**src/rtl/sdoc_pkg.sv**
```systemverilog
// ---------------------------------------------------------------------------
// sdoc_pkg: shared types and constants of the expedited SDO client
// Function codes, status codes, protocol constants and the records passed
// between the decode front, the command queue and the transfer engine.
// ---------------------------------------------------------------------------
package sdoc_pkg;

  localparam logic [1:0] FUNC_UPLOAD   = 2'd0;
  localparam logic [1:0] FUNC_DOWNLOAD = 2'd1;
  localparam logic [1:0] FUNC_RX_FRAME = 2'd2;
  localparam logic [1:0] FUNC_TICK     = 2'd3;

  localparam logic KIND_FRAME = 1'b0;
  localparam logic KIND_DONE  = 1'b1;

  localparam logic [2:0] STATUS_OK         = 3'd0;
  localparam logic [2:0] STATUS_ABORT      = 3'd1;
  localparam logic [2:0] STATUS_UNEXPECTED = 3'd2;
  localparam logic [2:0] STATUS_SEGMENTED  = 3'd3;
  localparam logic [2:0] STATUS_TIMEOUT    = 3'd4;
  localparam logic [2:0] STATUS_BAD_LEN    = 3'd5;
  localparam logic [2:0] STATUS_BUSY       = 3'd6;

  localparam logic [10:0] SDO_TX_BASE = 11'h600;
  localparam logic [10:0] SDO_RX_BASE = 11'h580;
  localparam logic [3:0]  FRAME_DLC   = 4'd8;

  localparam logic [7:0] CS_UPLOAD_REQ   = 8'h40;
  localparam logic [7:0] CS_DOWNLOAD_REQ = 8'h23;
  localparam logic [7:0] CS_ABORT        = 8'h80;
  localparam logic [7:0] CS_TOP_MASK     = 8'hE0;
  localparam logic [7:0] CS_DOWNLOAD_RSP = 8'h60;
  localparam logic [7:0] CS_UPLOAD_RSP   = 8'h40;

  localparam logic [15:0] TIMEOUT_RESET = 16'd1000;
  localparam int          QUEUE_DEPTH   = 2;

  // decoded item as it waits in the queue
  typedef struct packed {
    logic [1:0]  op;
    logic [6:0]  node;
    logic [63:0] frame;     // request frame payload, or the received payload
    logic        bad_len;
    logic [10:0] rx_id;
    logic        dlc_ok;
    logic [2:0]  wr_status; // parse result if the pending transfer is a download
    logic [2:0]  rd_status; // parse result if the pending transfer is an upload
    logic [31:0] rd_data;
    logic [2:0]  rd_len;
  } cmd_t;

  typedef struct packed {
    logic        kind;
    logic [10:0] tx_can_id;
    logic [3:0]  tx_dlc;
    logic [63:0] tx_data;
    logic [2:0]  status;
    logic [31:0] abort_code;
    logic [31:0] read_data;
    logic [2:0]  read_len;
  } res_t;

endpackage

```
**src/rtl/canopen_sdo_expedited_client.sv**
```systemverilog
// ---------------------------------------------------------------------------
// canopen_sdo_expedited_client: CANopen expedited SDO client
// Turns upload/download requests into SDO request frames, matches server
// responses, reports completions and times out stalled transfers.
// ---------------------------------------------------------------------------
// Usage:
//   Input channel (in_valid/in_ready) carries one item per handshake: an upload
//   or download request, a received CAN frame, or a timer tick (func).
//   Output channel (out_valid/out_ready) carries zero or one result per item:
//   a frame to transmit (kind 0) or a transfer completion (kind 1).
//   Config channel (cfg_valid/cfg_ready/cfg_data) writes timeout_ticks; write
//   it only while no item is in flight. cfg_ready is always high.
// Flow:
//   An accepted item lands in the command queue; the engine takes it from the
//   queue and registers its result in the output register. One item per
//   cycle is sustained while out_ready is high.
// Reset: timeout_ticks returns to 1000, no transfer is pending, the queue and
//   the output register are empty.
// Stall: while out_ready is low the engine holds its result; the queue keeps
//   accepting until its QUEUE_DEPTH entries are full, then in_ready drops.
// ---------------------------------------------------------------------------
module canopen_sdo_expedited_client #(
  parameter int QUEUE_DEPTH = sdoc_pkg::QUEUE_DEPTH
) (
  input  logic        clk,
  input  logic        rst,
  input  logic        cfg_valid,
  output logic        cfg_ready,
  input  logic [15:0] cfg_data,
  input  logic        in_valid,
  output logic        in_ready,
  input  logic [1:0]  func,
  input  logic [6:0]  node_id,
  input  logic [15:0] od_index,
  input  logic [7:0]  od_subindex,
  input  logic [31:0] write_data,
  input  logic [3:0]  write_len,
  input  logic [10:0] rx_can_id,
  input  logic [3:0]  rx_dlc,
  input  logic [63:0] rx_data,
  output logic        out_valid,
  input  logic        out_ready,
  output logic        kind,
  output logic [10:0] tx_can_id,
  output logic [3:0]  tx_dlc,
  output logic [63:0] tx_data,
  output logic [2:0]  status,
  output logic [31:0] abort_code,
  output logic [31:0] read_data,
  output logic [2:0]  read_len
);

  logic [15:0]    timeout_ticks;
  sdoc_pkg::cmd_t front_cmd;
  sdoc_pkg::cmd_t queue_cmd;
  logic           queue_valid;
  logic           queue_ready;
  sdoc_pkg::res_t result;

  assign cfg_ready = 1'b1;

  always_ff @(posedge clk) begin
    if (rst) begin
      timeout_ticks <= sdoc_pkg::TIMEOUT_RESET;
    end else if (cfg_valid) begin
      timeout_ticks <= cfg_data;
    end
  end

  sdoc_front u_front (
    .func        (func),
    .node_id     (node_id),
    .od_index    (od_index),
    .od_subindex (od_subindex),
    .write_data  (write_data),
    .write_len   (write_len),
    .rx_can_id   (rx_can_id),
    .rx_dlc      (rx_dlc),
    .rx_data     (rx_data),
    .cmd         (front_cmd)
  );

  sdoc_queue #(
    .DEPTH (QUEUE_DEPTH)
  ) u_queue (
    .clk        (clk),
    .rst        (rst),
    .push_valid (in_valid),
    .push_ready (in_ready),
    .push_data  (front_cmd),
    .pop_valid  (queue_valid),
    .pop_ready  (queue_ready),
    .pop_data   (queue_cmd)
  );

  sdoc_back u_back (
    .clk           (clk),
    .rst           (rst),
    .timeout_ticks (timeout_ticks),
    .cmd_valid     (queue_valid),
    .cmd_ready     (queue_ready),
    .cmd           (queue_cmd),
    .out_valid     (out_valid),
    .out_ready     (out_ready),
    .result        (result)
  );

  assign kind       = result.kind;
  assign tx_can_id  = result.tx_can_id;
  assign tx_dlc     = result.tx_dlc;
  assign tx_data    = result.tx_data;
  assign status     = result.status;
  assign abort_code = result.abort_code;
  assign read_data  = result.read_data;
  assign read_len   = result.read_len;

endmodule

```
**src/rtl/sdoc_front.sv**
```systemverilog
// ---------------------------------------------------------------------------
// sdoc_front: item decode
// Builds request frames and parses received frames ahead of the transfer
// state, so the engine only has to pick results against its pending state.
// ---------------------------------------------------------------------------
module sdoc_front (
  input  logic [1:0]     func,
  input  logic [6:0]     node_id,
  input  logic [15:0]    od_index,
  input  logic [7:0]     od_subindex,
  input  logic [31:0]    write_data,
  input  logic [3:0]     write_len,
  input  logic [10:0]    rx_can_id,
  input  logic [3:0]     rx_dlc,
  input  logic [63:0]    rx_data,
  output sdoc_pkg::cmd_t cmd
);

  logic [63:0] addr_bytes;
  logic [31:0] wr_masked;
  logic [1:0]  wr_spare;
  logic [7:0]  wr_cs;
  logic [7:0]  b0;
  logic [31:0] hi;
  logic        is_abort;
  logic [2:0]  up_len;
  logic [31:0] up_masked;

  assign addr_bytes = {32'd0, od_subindex, od_index, 8'd0};
  assign wr_spare   = 2'(3'd4 - write_len[2:0]);
  assign wr_cs      = sdoc_pkg::CS_DOWNLOAD_REQ | {4'd0, wr_spare, 2'd0};

  always_comb begin
    unique case (write_len)
      4'd1:    wr_masked = {24'd0, write_data[7:0]};
      4'd2:    wr_masked = {16'd0, write_data[15:0]};
      4'd3:    wr_masked = {8'd0, write_data[23:0]};
      default: wr_masked = write_data;
    endcase
  end

  assign b0       = rx_data[7:0];
  assign hi       = rx_data[63:32];
  assign is_abort = (b0 == sdoc_pkg::CS_ABORT);
  // size indicated: four minus the unused byte count, otherwise four
  assign up_len   = b0[0] ? (3'd4 - {1'b0, b0[3:2]}) : 3'd4;

  always_comb begin
    unique case (up_len)
      3'd1:    up_masked = {24'd0, hi[7:0]};
      3'd2:    up_masked = {16'd0, hi[15:0]};
      3'd3:    up_masked = {8'd0, hi[23:0]};
      default: up_masked = hi;
    endcase
  end

  always_comb begin
    cmd         = '0;
    cmd.op      = func;
    cmd.node    = node_id;
    cmd.bad_len = (write_len < 4'd1) || (write_len > 4'd4);
    cmd.rx_id   = rx_can_id;
    cmd.dlc_ok  = (rx_dlc >= sdoc_pkg::FRAME_DLC);
    cmd.rd_data = up_masked;
    cmd.rd_len  = up_len;

    priority if (is_abort) begin
      cmd.wr_status = sdoc_pkg::STATUS_ABORT;
      cmd.rd_status = sdoc_pkg::STATUS_ABORT;
    end else begin
      cmd.wr_status = ((b0 & sdoc_pkg::CS_TOP_MASK) != sdoc_pkg::CS_DOWNLOAD_RSP)
                      ? sdoc_pkg::STATUS_UNEXPECTED : sdoc_pkg::STATUS_OK;
      if ((b0 & sdoc_pkg::CS_TOP_MASK) != sdoc_pkg::CS_UPLOAD_RSP) begin
        cmd.rd_status = sdoc_pkg::STATUS_UNEXPECTED;
      end else if (!b0[1]) begin
        cmd.rd_status = sdoc_pkg::STATUS_SEGMENTED;
      end else begin
        cmd.rd_status = sdoc_pkg::STATUS_OK;
      end
    end

    unique case (func)
      sdoc_pkg::FUNC_UPLOAD:   cmd.frame = addr_bytes | {56'd0, sdoc_pkg::CS_UPLOAD_REQ};
      sdoc_pkg::FUNC_DOWNLOAD: cmd.frame = addr_bytes | {wr_masked, 24'd0, wr_cs};
      default:                 cmd.frame = rx_data;
    endcase
  end

endmodule

```
**src/rtl/sdoc_queue.sv**
```systemverilog
// ---------------------------------------------------------------------------
// sdoc_queue: command queue
// Short FIFO of decoded items between the decode front and the engine.
// ---------------------------------------------------------------------------
module sdoc_queue #(
  parameter int DEPTH = sdoc_pkg::QUEUE_DEPTH
) (
  input  logic           clk,
  input  logic           rst,
  input  logic           push_valid,
  output logic           push_ready,
  input  sdoc_pkg::cmd_t push_data,
  output logic           pop_valid,
  input  logic           pop_ready,
  output sdoc_pkg::cmd_t pop_data
);

  localparam int AW = (DEPTH > 1) ? $clog2(DEPTH) : 1;
  localparam int CW = $clog2(DEPTH + 1);

  sdoc_pkg::cmd_t entries [DEPTH];
  logic [AW-1:0]  wr_ptr;
  logic [AW-1:0]  rd_ptr;
  logic [CW-1:0]  count;
  logic           push;
  logic           pop;

  assign push_ready = (count != CW'(DEPTH));
  assign pop_valid  = (count != '0);
  assign push       = push_valid && push_ready;
  assign pop        = pop_valid && pop_ready;
  assign pop_data   = entries[rd_ptr];

  always_ff @(posedge clk) begin
    if (push) begin
      entries[wr_ptr] <= push_data;
    end
  end

  always_ff @(posedge clk) begin
    if (rst) begin
      wr_ptr <= '0;
      rd_ptr <= '0;
      count  <= '0;
    end else begin
      if (push) begin
        wr_ptr <= (wr_ptr == AW'(DEPTH - 1)) ? '0 : wr_ptr + 1'b1;
      end
      if (pop) begin
        rd_ptr <= (rd_ptr == AW'(DEPTH - 1)) ? '0 : rd_ptr + 1'b1;
      end
      unique case ({push, pop})
        2'b10:   count <= count + 1'b1;
        2'b01:   count <= count - 1'b1;
        default: count <= count;
      endcase
    end
  end

endmodule

```
**src/rtl/sdoc_back.sv**
```systemverilog
// ---------------------------------------------------------------------------
// sdoc_back: transfer engine
// Holds the pending transfer, matches responses, counts timeout ticks and
// drives the output register.
// ---------------------------------------------------------------------------
module sdoc_back (
  input  logic           clk,
  input  logic           rst,
  input  logic [15:0]    timeout_ticks,
  input  logic           cmd_valid,
  output logic           cmd_ready,
  input  sdoc_pkg::cmd_t cmd,
  output logic           out_valid,
  input  logic           out_ready,
  output sdoc_pkg::res_t result
);

  logic        busy;
  logic        pending_write;
  logic [6:0]  pending_node;
  logic [15:0] elapsed_ticks;

  logic        busy_next;
  logic        pending_write_next;
  logic [6:0]  pending_node_next;
  logic [15:0] elapsed_ticks_next;
  logic [15:0] ticks_inc;
  logic        rx_match;
  logic [2:0]  rx_status;
  logic        has_res;
  sdoc_pkg::res_t res;
  logic        pop;

  assign cmd_ready = !out_valid || out_ready;
  assign pop       = cmd_valid && cmd_ready;

  assign ticks_inc = (elapsed_ticks != 16'hFFFF) ? elapsed_ticks + 16'd1 : elapsed_ticks;
  assign rx_match  = busy && cmd.dlc_ok
                     && (cmd.rx_id == (sdoc_pkg::SDO_RX_BASE + {4'd0, pending_node}));
  assign rx_status = pending_write ? cmd.wr_status : cmd.rd_status;

  always_comb begin
    busy_next          = busy;
    pending_write_next = pending_write;
    pending_node_next  = pending_node;
    elapsed_ticks_next = elapsed_ticks;
    has_res            = 1'b0;
    res                = '0;
    res.kind           = sdoc_pkg::KIND_DONE;

    unique case (cmd.op)
      sdoc_pkg::FUNC_UPLOAD, sdoc_pkg::FUNC_DOWNLOAD: begin
        has_res = 1'b1;
        if (busy) begin
          res.status = sdoc_pkg::STATUS_BUSY;
        end else if ((cmd.op == sdoc_pkg::FUNC_DOWNLOAD) && cmd.bad_len) begin
          res.status = sdoc_pkg::STATUS_BAD_LEN;
        end else begin
          res.kind           = sdoc_pkg::KIND_FRAME;
          res.tx_can_id      = sdoc_pkg::SDO_TX_BASE + {4'd0, cmd.node};
          res.tx_dlc         = sdoc_pkg::FRAME_DLC;
          res.tx_data        = cmd.frame;
          busy_next          = 1'b1;
          pending_write_next = (cmd.op == sdoc_pkg::FUNC_DOWNLOAD);
          pending_node_next  = cmd.node;
          elapsed_ticks_next = '0;
        end
      end
      sdoc_pkg::FUNC_RX_FRAME: begin
        if (rx_match) begin
          has_res    = 1'b1;
          busy_next  = 1'b0;
          res.status = rx_status;
          if (rx_status == sdoc_pkg::STATUS_ABORT) begin
            res.abort_code = cmd.frame[63:32];
          end
          if (!pending_write && (rx_status == sdoc_pkg::STATUS_OK)) begin
            res.read_data = cmd.rd_data;
            res.read_len  = cmd.rd_len;
          end
        end
      end
      default: begin
        // one tick: count only while a transfer is pending
        if (busy) begin
          elapsed_ticks_next = ticks_inc;
          if (ticks_inc >= timeout_ticks) begin
            has_res    = 1'b1;
            busy_next  = 1'b0;
            res.status = sdoc_pkg::STATUS_TIMEOUT;
          end
        end
      end
    endcase
  end

  always_ff @(posedge clk) begin
    if (rst) begin
      busy          <= 1'b0;
      pending_write <= 1'b0;
      pending_node  <= '0;
      elapsed_ticks <= '0;
      out_valid     <= 1'b0;
    end else begin
      if (pop) begin
        busy          <= busy_next;
        pending_write <= pending_write_next;
        pending_node  <= pending_node_next;
        elapsed_ticks <= elapsed_ticks_next;
        out_valid     <= has_res;
      end else if (out_ready) begin
        out_valid <= 1'b0;
      end
    end
  end

  always_ff @(posedge clk) begin
    if (pop && has_res) begin
      result <= res;
    end
  end

`ifndef SYNTHESIS
  a_frame_starts_transfer: assert property (@(posedge clk) disable iff (rst)
    pop && has_res && (res.kind == sdoc_pkg::KIND_FRAME) |=> busy)
    else $error("transfer not pending after request frame");

  a_done_has_no_frame: assert property (@(posedge clk) disable iff (rst)
    out_valid && (result.kind == sdoc_pkg::KIND_DONE)
      |-> (result.tx_data == '0) && (result.tx_can_id == '0) && (result.tx_dlc == '0))
    else $error("completion carries frame fields");

  a_abort_code_only_on_abort: assert property (@(posedge clk) disable iff (rst)
    out_valid && (result.status != sdoc_pkg::STATUS_ABORT) |-> (result.abort_code == '0))
    else $error("abort code without abort status");

  a_read_len_range: assert property (@(posedge clk) disable iff (rst)
    out_valid |-> (result.read_len <= 3'd4))
    else $error("read length out of range");

  a_no_busy_reply_when_idle: assert property (@(posedge clk) disable iff (rst)
    pop && !busy |-> !(has_res && (res.status == sdoc_pkg::STATUS_BUSY)
                       && (res.kind == sdoc_pkg::KIND_DONE)))
    else $error("busy reply with no transfer pending");
`endif

endmodule
```
**config.mk**
```make
export PLATFORM = sky130hd
export DESIGN_NAME = canopen_sdo_expedited_client
export DESIGN_NICKNAME = d
export VERILOG_FILES = /design/src/rtl/sdoc_pkg.sv /design/src/rtl/canopen_sdo_expedited_client.sv /design/src/rtl/sdoc_front.sv /design/src/rtl/sdoc_queue.sv /design/src/rtl/sdoc_back.sv
export SDC_FILE = /design/constraint.sdc
export NUM_CORES = 1
export LEC_CHECK = 0
export ABC_AREA = 1
export BUFFER_PORTS_ARGS = -buffer_cell sky130_fd_sc_hd__clkbuf_2
export CELL_PAD_IN_SITES_DETAIL_PLACEMENT = 1
export CELL_PAD_IN_SITES_GLOBAL_PLACEMENT = 2
export CORE_UTILIZATION = 35
export CTS_BUF_LIST = sky130_fd_sc_hd__clkbuf_4
export CTS_CLUSTER_DIAMETER = 100
export DETAILED_ROUTE_END_ITERATION = 6
export GPL_TIMING_DRIVEN = 0
export PLACE_DENSITY = 0.8
export SYNTH_ARGS = -nofsm -noshare
export SYNTH_HDL_FRONTEND = slang
export SYNTH_SLANG_ARGS = --single-unit
```
**constraint.sdc**
```tcl
create_clock -name clk -period 7.6 [get_ports clk]
set_clock_uncertainty 0.05 [all_clocks]
set_input_delay 1.9 -clock clk [delete_from_list [all_inputs] [get_ports clk]]
set_output_delay 1.9 -clock clk [all_outputs]
set_load 0.01 [all_outputs]
```
==> impl_metrics.yaml, run 1 <==
cts:
  cts_resized: 0
  clock_path_buffers: 3
  hold_buffers: 0
  cts.clk_slew.worst_paths_ns: 0.06
  post_cts_buffers: 0
  cts_tree: "yes"
  cts_buffers: 117
  clkSinkCount: 441
  insertion_delay_ns: 0.88
  clockRootBuffer: "clkbuf_4"
  h-tree-depth: 3
power:
  p_leak_uw: 0.008923
  max-vdd-ir-drop_uv: 139.6
  power.density_nw_per_um2: 351.5
run:
  drv_cap: 0
logic_synthesis:
  synthArstFlopShare_pct: 0
  synth_ff_type: "edfxtp_1"
  synth_top_area_share_pct: 66.62
  synth-warning-count: 0
  netlist_area_um2: 17760
  synth_cell_types: 43
  avgSynthCellArea_um2: 12.36
  synth_top_area_cell: "edfxtp_1"
  yosys-top-cells-area: "edfxtp_1 67%, nand2_1 6.3%, dfxtp_1 5.3%"
  synth-seq-cells: 441
  seq_area_frac_synth_pct: 71.91
  synthCells: 1437
  synth_edf_count: 394
floorplanning:
  die_y_um: 227.3
  die_area_um2: 51650
  pin_count: 322
  rows: 82
  start_util_pct: 35.47
  dieWidth_um: 227.3
  design.core.area_um2: 50070
drt:
  drc: 0
  dr.first_iter.drc_count: 667
  first_pass_iters: 5
  num_vias: 12530
  routed_wl_mm: 51.44
  wl_per_cell_um: 19.53
  via_per_inst: 4.758
  ant_nets: 0
timing:
  fin_crit_sh_pct: 56.64
  finalMaxSlewViolations: 0
  rsz0062_at_grt: "false"
  finalHoldViolCount: 0
  relSlewSlack_pct: 13.97
  worst_pin_slew_ns: 1.280
  period_minus_slack_ns: 4.304
  finalSetupViolCount: 0
  fmax_mhz: 232.3
  hold_slack_ns: 0.4119
setup_path:
  cp_max_fo: 10
  cp.arrival_ns: 4.76
  ff2ff_path_depth: 23
  critPathRequiredTime_ns: 8.06
  start_kind: "input pin"
  critPathCaptureType: "flip-flop"
  r2r_slack_ns: 3.37
  crit_type: "input pin to flip-flop"
hold_path:
  hold_depth: 1
  worst_hold_path_type: "flip-flop to flip-flop"
cells_and_area:
  fillCellCount: 5621
  final_nets: 2072
  area_growth_pct: 23.05
  fin_area_um2: 21850
  fin_cells: 2634
  drive_gt1_share_pct: 28.84
grt:
  grtUsageTotal_pct: 20.01
  grt_max_degree: 79
  grt_pass1_wl_mm: 75.74
  grt_pass1_vias: 13220
  antenna_found_initial: 10
  grt_overflow_total: 0
place:
  gp_congestion: 0.8466
  numPlacedInstances: 2433
  dpl-instance-area_um2: 20410
  hpwlAfterDp_mm: 37.19
  portBuffers: 310
outcome:
  outcome: "complete, no violations"
-- worst max-delay path, stage by stage --
cell and delay [ns]:
clkbuf_2 0.11, clkbuf_1 0.66, clkinv_1 0.63, nand2_1 0.40, clkinv_1 0.34, clkbuf_1 0.38
nand3_1 0.17, o21ai_0 0.16
-- Yosys cell counts (2+ instances only) --
library cell  count
mux2i_1          67
nand4_1           8
xor2_1            8
buf_2            12
o21ai_0          57
a21oi_1          92
nand2_1         296
inv_2             3
o21a_1            3
ha_1             23
buf_1             2
buf_4             7
dfxtp_1          47
nor2_2            7
clkbuf_1         35
or2_1             2
a22o_1            8
o22ai_1          18
clkinv_1          2
inv_1            95
buf_6             9
nor4_1            3
nor3_1            7
edfxtp_1        394
nor2_1          174
nand3_1          29
or2_2            12
conb_1            2
-- per-layer routing --
layer / wire, µm / vias to the layer above / global-route usage (%)
met3: 3449 / 111 / 6.311
met5: 92 / - / 0
met4: 1594 / 14 / 8.638
met2: 25940 / 335 / 34.54
li1: - / 5941 / -
met1: 20360 / 6132 / 22.71
-- cell usage in the layout (no fill, tap or decap), types with 4 or more instances in the layout --
| cell | count |
|---|---|
| a21oi_1 | 92 |
| a22o_1 | 8 |
| buf_12 | 7 |
| buf_2 | 12 |
| buf_4 | 7 |
| buf_6 | 9 |
| clkbuf_1 | 35 |
| clkbuf_2 | 310 |
| clkbuf_4 | 176 |
| clkinv_1 | 15 |
| conb_1 | 6 |
| dfxtp_1 | 47 |
| edfxtp_1 | 394 |
| ha_1 | 23 |
| inv_1 | 94 |
| inv_2 | 4 |
| mux2i_1 | 67 |
| nand2_1 | 296 |
| nand3_1 | 29 |
| nand4_1 | 8 |
| nor2_1 | 172 |
| nor2_2 | 7 |
| nor3_1 | 6 |
| o21ai_0 | 57 |
| o22ai_1 | 18 |
| or2_2 | 12 |
| xor2_1 | 8 |
-- cells by family after synthesis --
family                   share of synthesized area [%]
AND/OR/NAND/NOR                                  12.46
flip-flops                                       71.91
AO/OA/AOI/OAI                                    5.692
buffers and inverters                            4.100
multiplexers                                     3.776
adder cells (fa/ha/maj)                          1.620
XOR/XNOR                                        0.3945
other                                          0.04228
-- stage by stage --
| step | util [%] | total power, µW | setup slack, ns | setup TNS [ns] |
|---|---|---|---|---|
| 2_1_floorplan | - | 4775 | 1.750 | 0 |
| 3_3_place_gp | 40.29 | 5717 | -0.4646 | -158.89 |
| 3_5_place_dp | 40.77 | 5746 | 2.481 | 0 |
| 4_1_cts | 43.63 | 7815 | 3.246 | 0 |
| 5_1_grt | 43.65 | 8125 | 2.874 | 0 |
| 6_report | 43.65 | 7681 | 3.296 | 0 |
-- power by group --
| group | internal, µW | switching [µW] |
|---|---|---|
| Sequential | 3420 | 197 |
| Clock | 1050 | 978 |
| Combinational | 627 | 1410 |
-- registers in the layout, indices dropped and copies added, names as in the netlist, named ones only --
signal and cells:
u_queue.wr_ptr 1, u_back.result 144, u_queue.entries 250, timeout_ticks 16
u_queue.rd_ptr 1, u_back.pending_write 1, u_back.pending_node 7, u_queue.count 2
u_back.elapsed_ticks 16, u_back.out_valid 1, u_back.busy 1
-- final timing paths --
path / startpoint / endpoint
max: func[1] / u_queue.entries[0][116]
min: u_queue.rd_ptr / u_queue.rd_ptr
max reg2reg: u_back.elapsed_ticks[0] / u_back.result[37]
min reg2reg: u_queue.rd_ptr / u_queue.rd_ptr
-- area by class of cell --
type                    instances  area [µm²]  area share [%]
repair buffers                320        1774           8.118
well taps                     672       840.8           3.847
plain buffers                  65       352.8           1.614
diodes                          3       7.507         0.03435
flip-flops and latches        441       12770           58.44
clock buffers                 176        1321           6.046
clock inverters                22       110.1          0.5038
inverters                     100       380.4           1.740
multi-input cells             835        4295           19.65
(Power assumes the default switching activity.)
==> run 2: changes to the inputs <==
Settings changed: CORE_UTILIZATION 35 to 38, PLACE_DENSITY 0.8 to 0.82.
Clock period 7.6 ns to 4.2 ns, I/O delays scaled along.
==> impl_metrics.yaml, run 2 (same netlist as run 1, synthesis figures left out) <==
drt:
  via_per_inst: 4.911
  dr.first_iter.drc_count: 565
  drc: 0
  num_vias: 12610
  first_pass_iters: 5
  wl_per_cell_um: 20.47
  routed_wl_mm: 52.57
  ant_nets: 0
cells_and_area:
  final_nets: 2077
  seq_area_um2: 12780
  fin_area_um2: 21970
  drive_gt1_share_pct: 29.62
  fillCellCount: 5018
  layout_common_cells: "394 x edfxtp_1, 310 x clkbuf_2, 292 x nand2_1, 173 x clkbuf_4, 169 x nor2_1"
  largest_reg_flops: 250
  reg_top3: "u_queue.entries x250, u_back.result x144"
  multi_input_area_um2: 4368
  fin_cells: 2568
  top_register: "u_queue.entries"
  area_growth_pct: 23.72
  mostFrequentLayoutCell: "edfxtp_1"
place:
  numPlacedInstances: 2365
  hpwlAfterDp_mm: 38.19
  gp_congestion: 0.8226
  dpl-instance-area_um2: 20490
  portBuffers: 310
  dp_slack_ns: -0.1749
setup_path:
  rr_startpoint: "u_back.elapsed_ticks[0]"
  cp-startpoint: "u_back.elapsed_ticks[0]"
  ff2ff_path_depth: 24
  cp_max_fo: 71
  critPathCaptureType: "flip-flop"
  critPathRequiredTime_ns: 4.64
  start_kind: "flip-flop"
  crit_type: "flip-flop to flip-flop"
  cp.arrival_ns: 4.28
  r2r_slack_ns: 0.37
grt:
  grt_overflow_total: 0
  grt_max_degree: 43
  grtUsageTotal_pct: 22.36
  antenna_found_initial: 8
  grt_pass1_vias: 13750
  grt_pass1_wl_mm: 78.89
floorplanning:
  start_util_pct: 38.80
  die_area_um2: 47610
  pin_count: 322
  design.core.area_um2: 45770
  rows: 78
  dieWidth_um: 218.2
  die_y_um: 218.2
timing:
  finalSetupViolCount: 0
  worst_slack_ns: 0.3678
  relSlewSlack_pct: 9.649
  hold_slack_ns: 0.3295
  finalHoldViolCount: 0
  rsz0062_at_grt: "false"
  fmax_mhz: 260.9
  fin_crit_sh_pct: 91.24
  period_minus_slack_ns: 3.832
  worst_pin_slew_ns: 1.345
  finalMaxSlewViolations: 0
power:
  p_leak_uw: 0.008995
  max-vdd-ir-drop_uv: 328.6
  power.density_nw_per_um2: 644.6
hold_path:
  worst_hold_path_type: "input pin to flip-flop"
  hp-start: "node_id[6]"
  hold_depth: 1
run:
  drv_cap: 0
cts:
  clkSinkCount: 441
  cts_buffers: 117
  cts_tree: "yes"
  clockRootBuffer: "clkbuf_4"
  clock_path_buffers: 3
  h-tree-depth: 3
  hold_buffers: 0
  insertion_delay_ns: 0.86
  cts.clk_slew.worst_paths_ns: 0.07
outcome:
  outcome: "complete, no violations"
==> run 2: cell types whose count changed in the layout (fill, tap and decap cells not counted), moves of 4 or more <==
cell / before / now
dfxtp_2: 0 / 4
clkinv_1: 15 / 21
dfxtp_1: 47 / 43
o21ai_0: 57 / 53
nand2_1: 296 / 292
==> run 2: per-layer routing <==
layer	vias up	share of wire, %	track usage, %
met5	-	0.15	0
met4	12	3.0	9.534
met3	105	6.7	6.667
met2	390	51	38.37
met1	6160	39	25.86
li1	5945	-	-
==> run 2: worst max-delay path, cell delays in order, from the launching register on <==
cell and delay [ns]:
dfxtp_2 0.38, ha_4 0.16, nand2_4 0.06, nor2_4 0.16, nand3_4 0.12, nor2_4 0.18
nand3_2 0.12, nor2_2 0.17, nor2_1 0.05, nor2_1 0.23, ha_1 0.29, nand2_1 0.06
nand2_1 0.05, nand2_1 0.06, nand3_1 0.07, nand2_1 0.07, nand2_1 0.07, nand2_1 0.10
nand2_1 0.08, nand2_1 0.07, nand2_1 0.07, nand2_2 0.16, clkinvlp_4 0.16, buf_16 0.18
buf_12 0.19
==> run 2: area by class of cell <==
type,count,area share (%)
Antenna cell,3,0.03416
Buffer,65,1.651
Clock buffer,173,5.911
Clock inverter,26,0.8313
Inverter,100,1.725
Multi-Input combinational cell,835,19.88
Sequential cell,441,58.15
Tap cell,600,3.416
Timing Repair Buffer,324,8.382
Timing Repair inverter,1,0.02278
==> run 2: path summary, 6_finish.rpt <==
path / endpoint
max: u_back.result[105]
min: u_queue.entries[0][124]
max reg2reg: u_back.result[105]
min reg2reg: timeout_ticks[1]
==> run 2: per-stage QoR <==
stage	power (µW)	util [%]	setup TNS [ns]
6_report	14160	48.01	0
3_5_place_dp	10500	44.76	-8.433
4_1_cts	14410	48.02	0
3_3_place_gp	10280	44.08	-1138.03
2_1_floorplan	8621	-	-256.95
5_1_grt	14940	48.00	0
==> run 2: repair_timing <==
action / CTS / global route
gates resized for setup: 0 / 1
buffers inserted: 1 / 0
setup endpoints to repair: 42 / 42
endpoints found under the hold margin: 0 / 0
cloned: 1 / 0
==> run 2: power breakdown <==
group	switching, µW	total, µW	internal, µW	leakage, µW
Clock	1770	3810	2040	0.000885
Combinational	2610	3800	1190	0.00399
Sequential	363	6550	6190	0.00412
Total	4740	14200	9430	0.00899
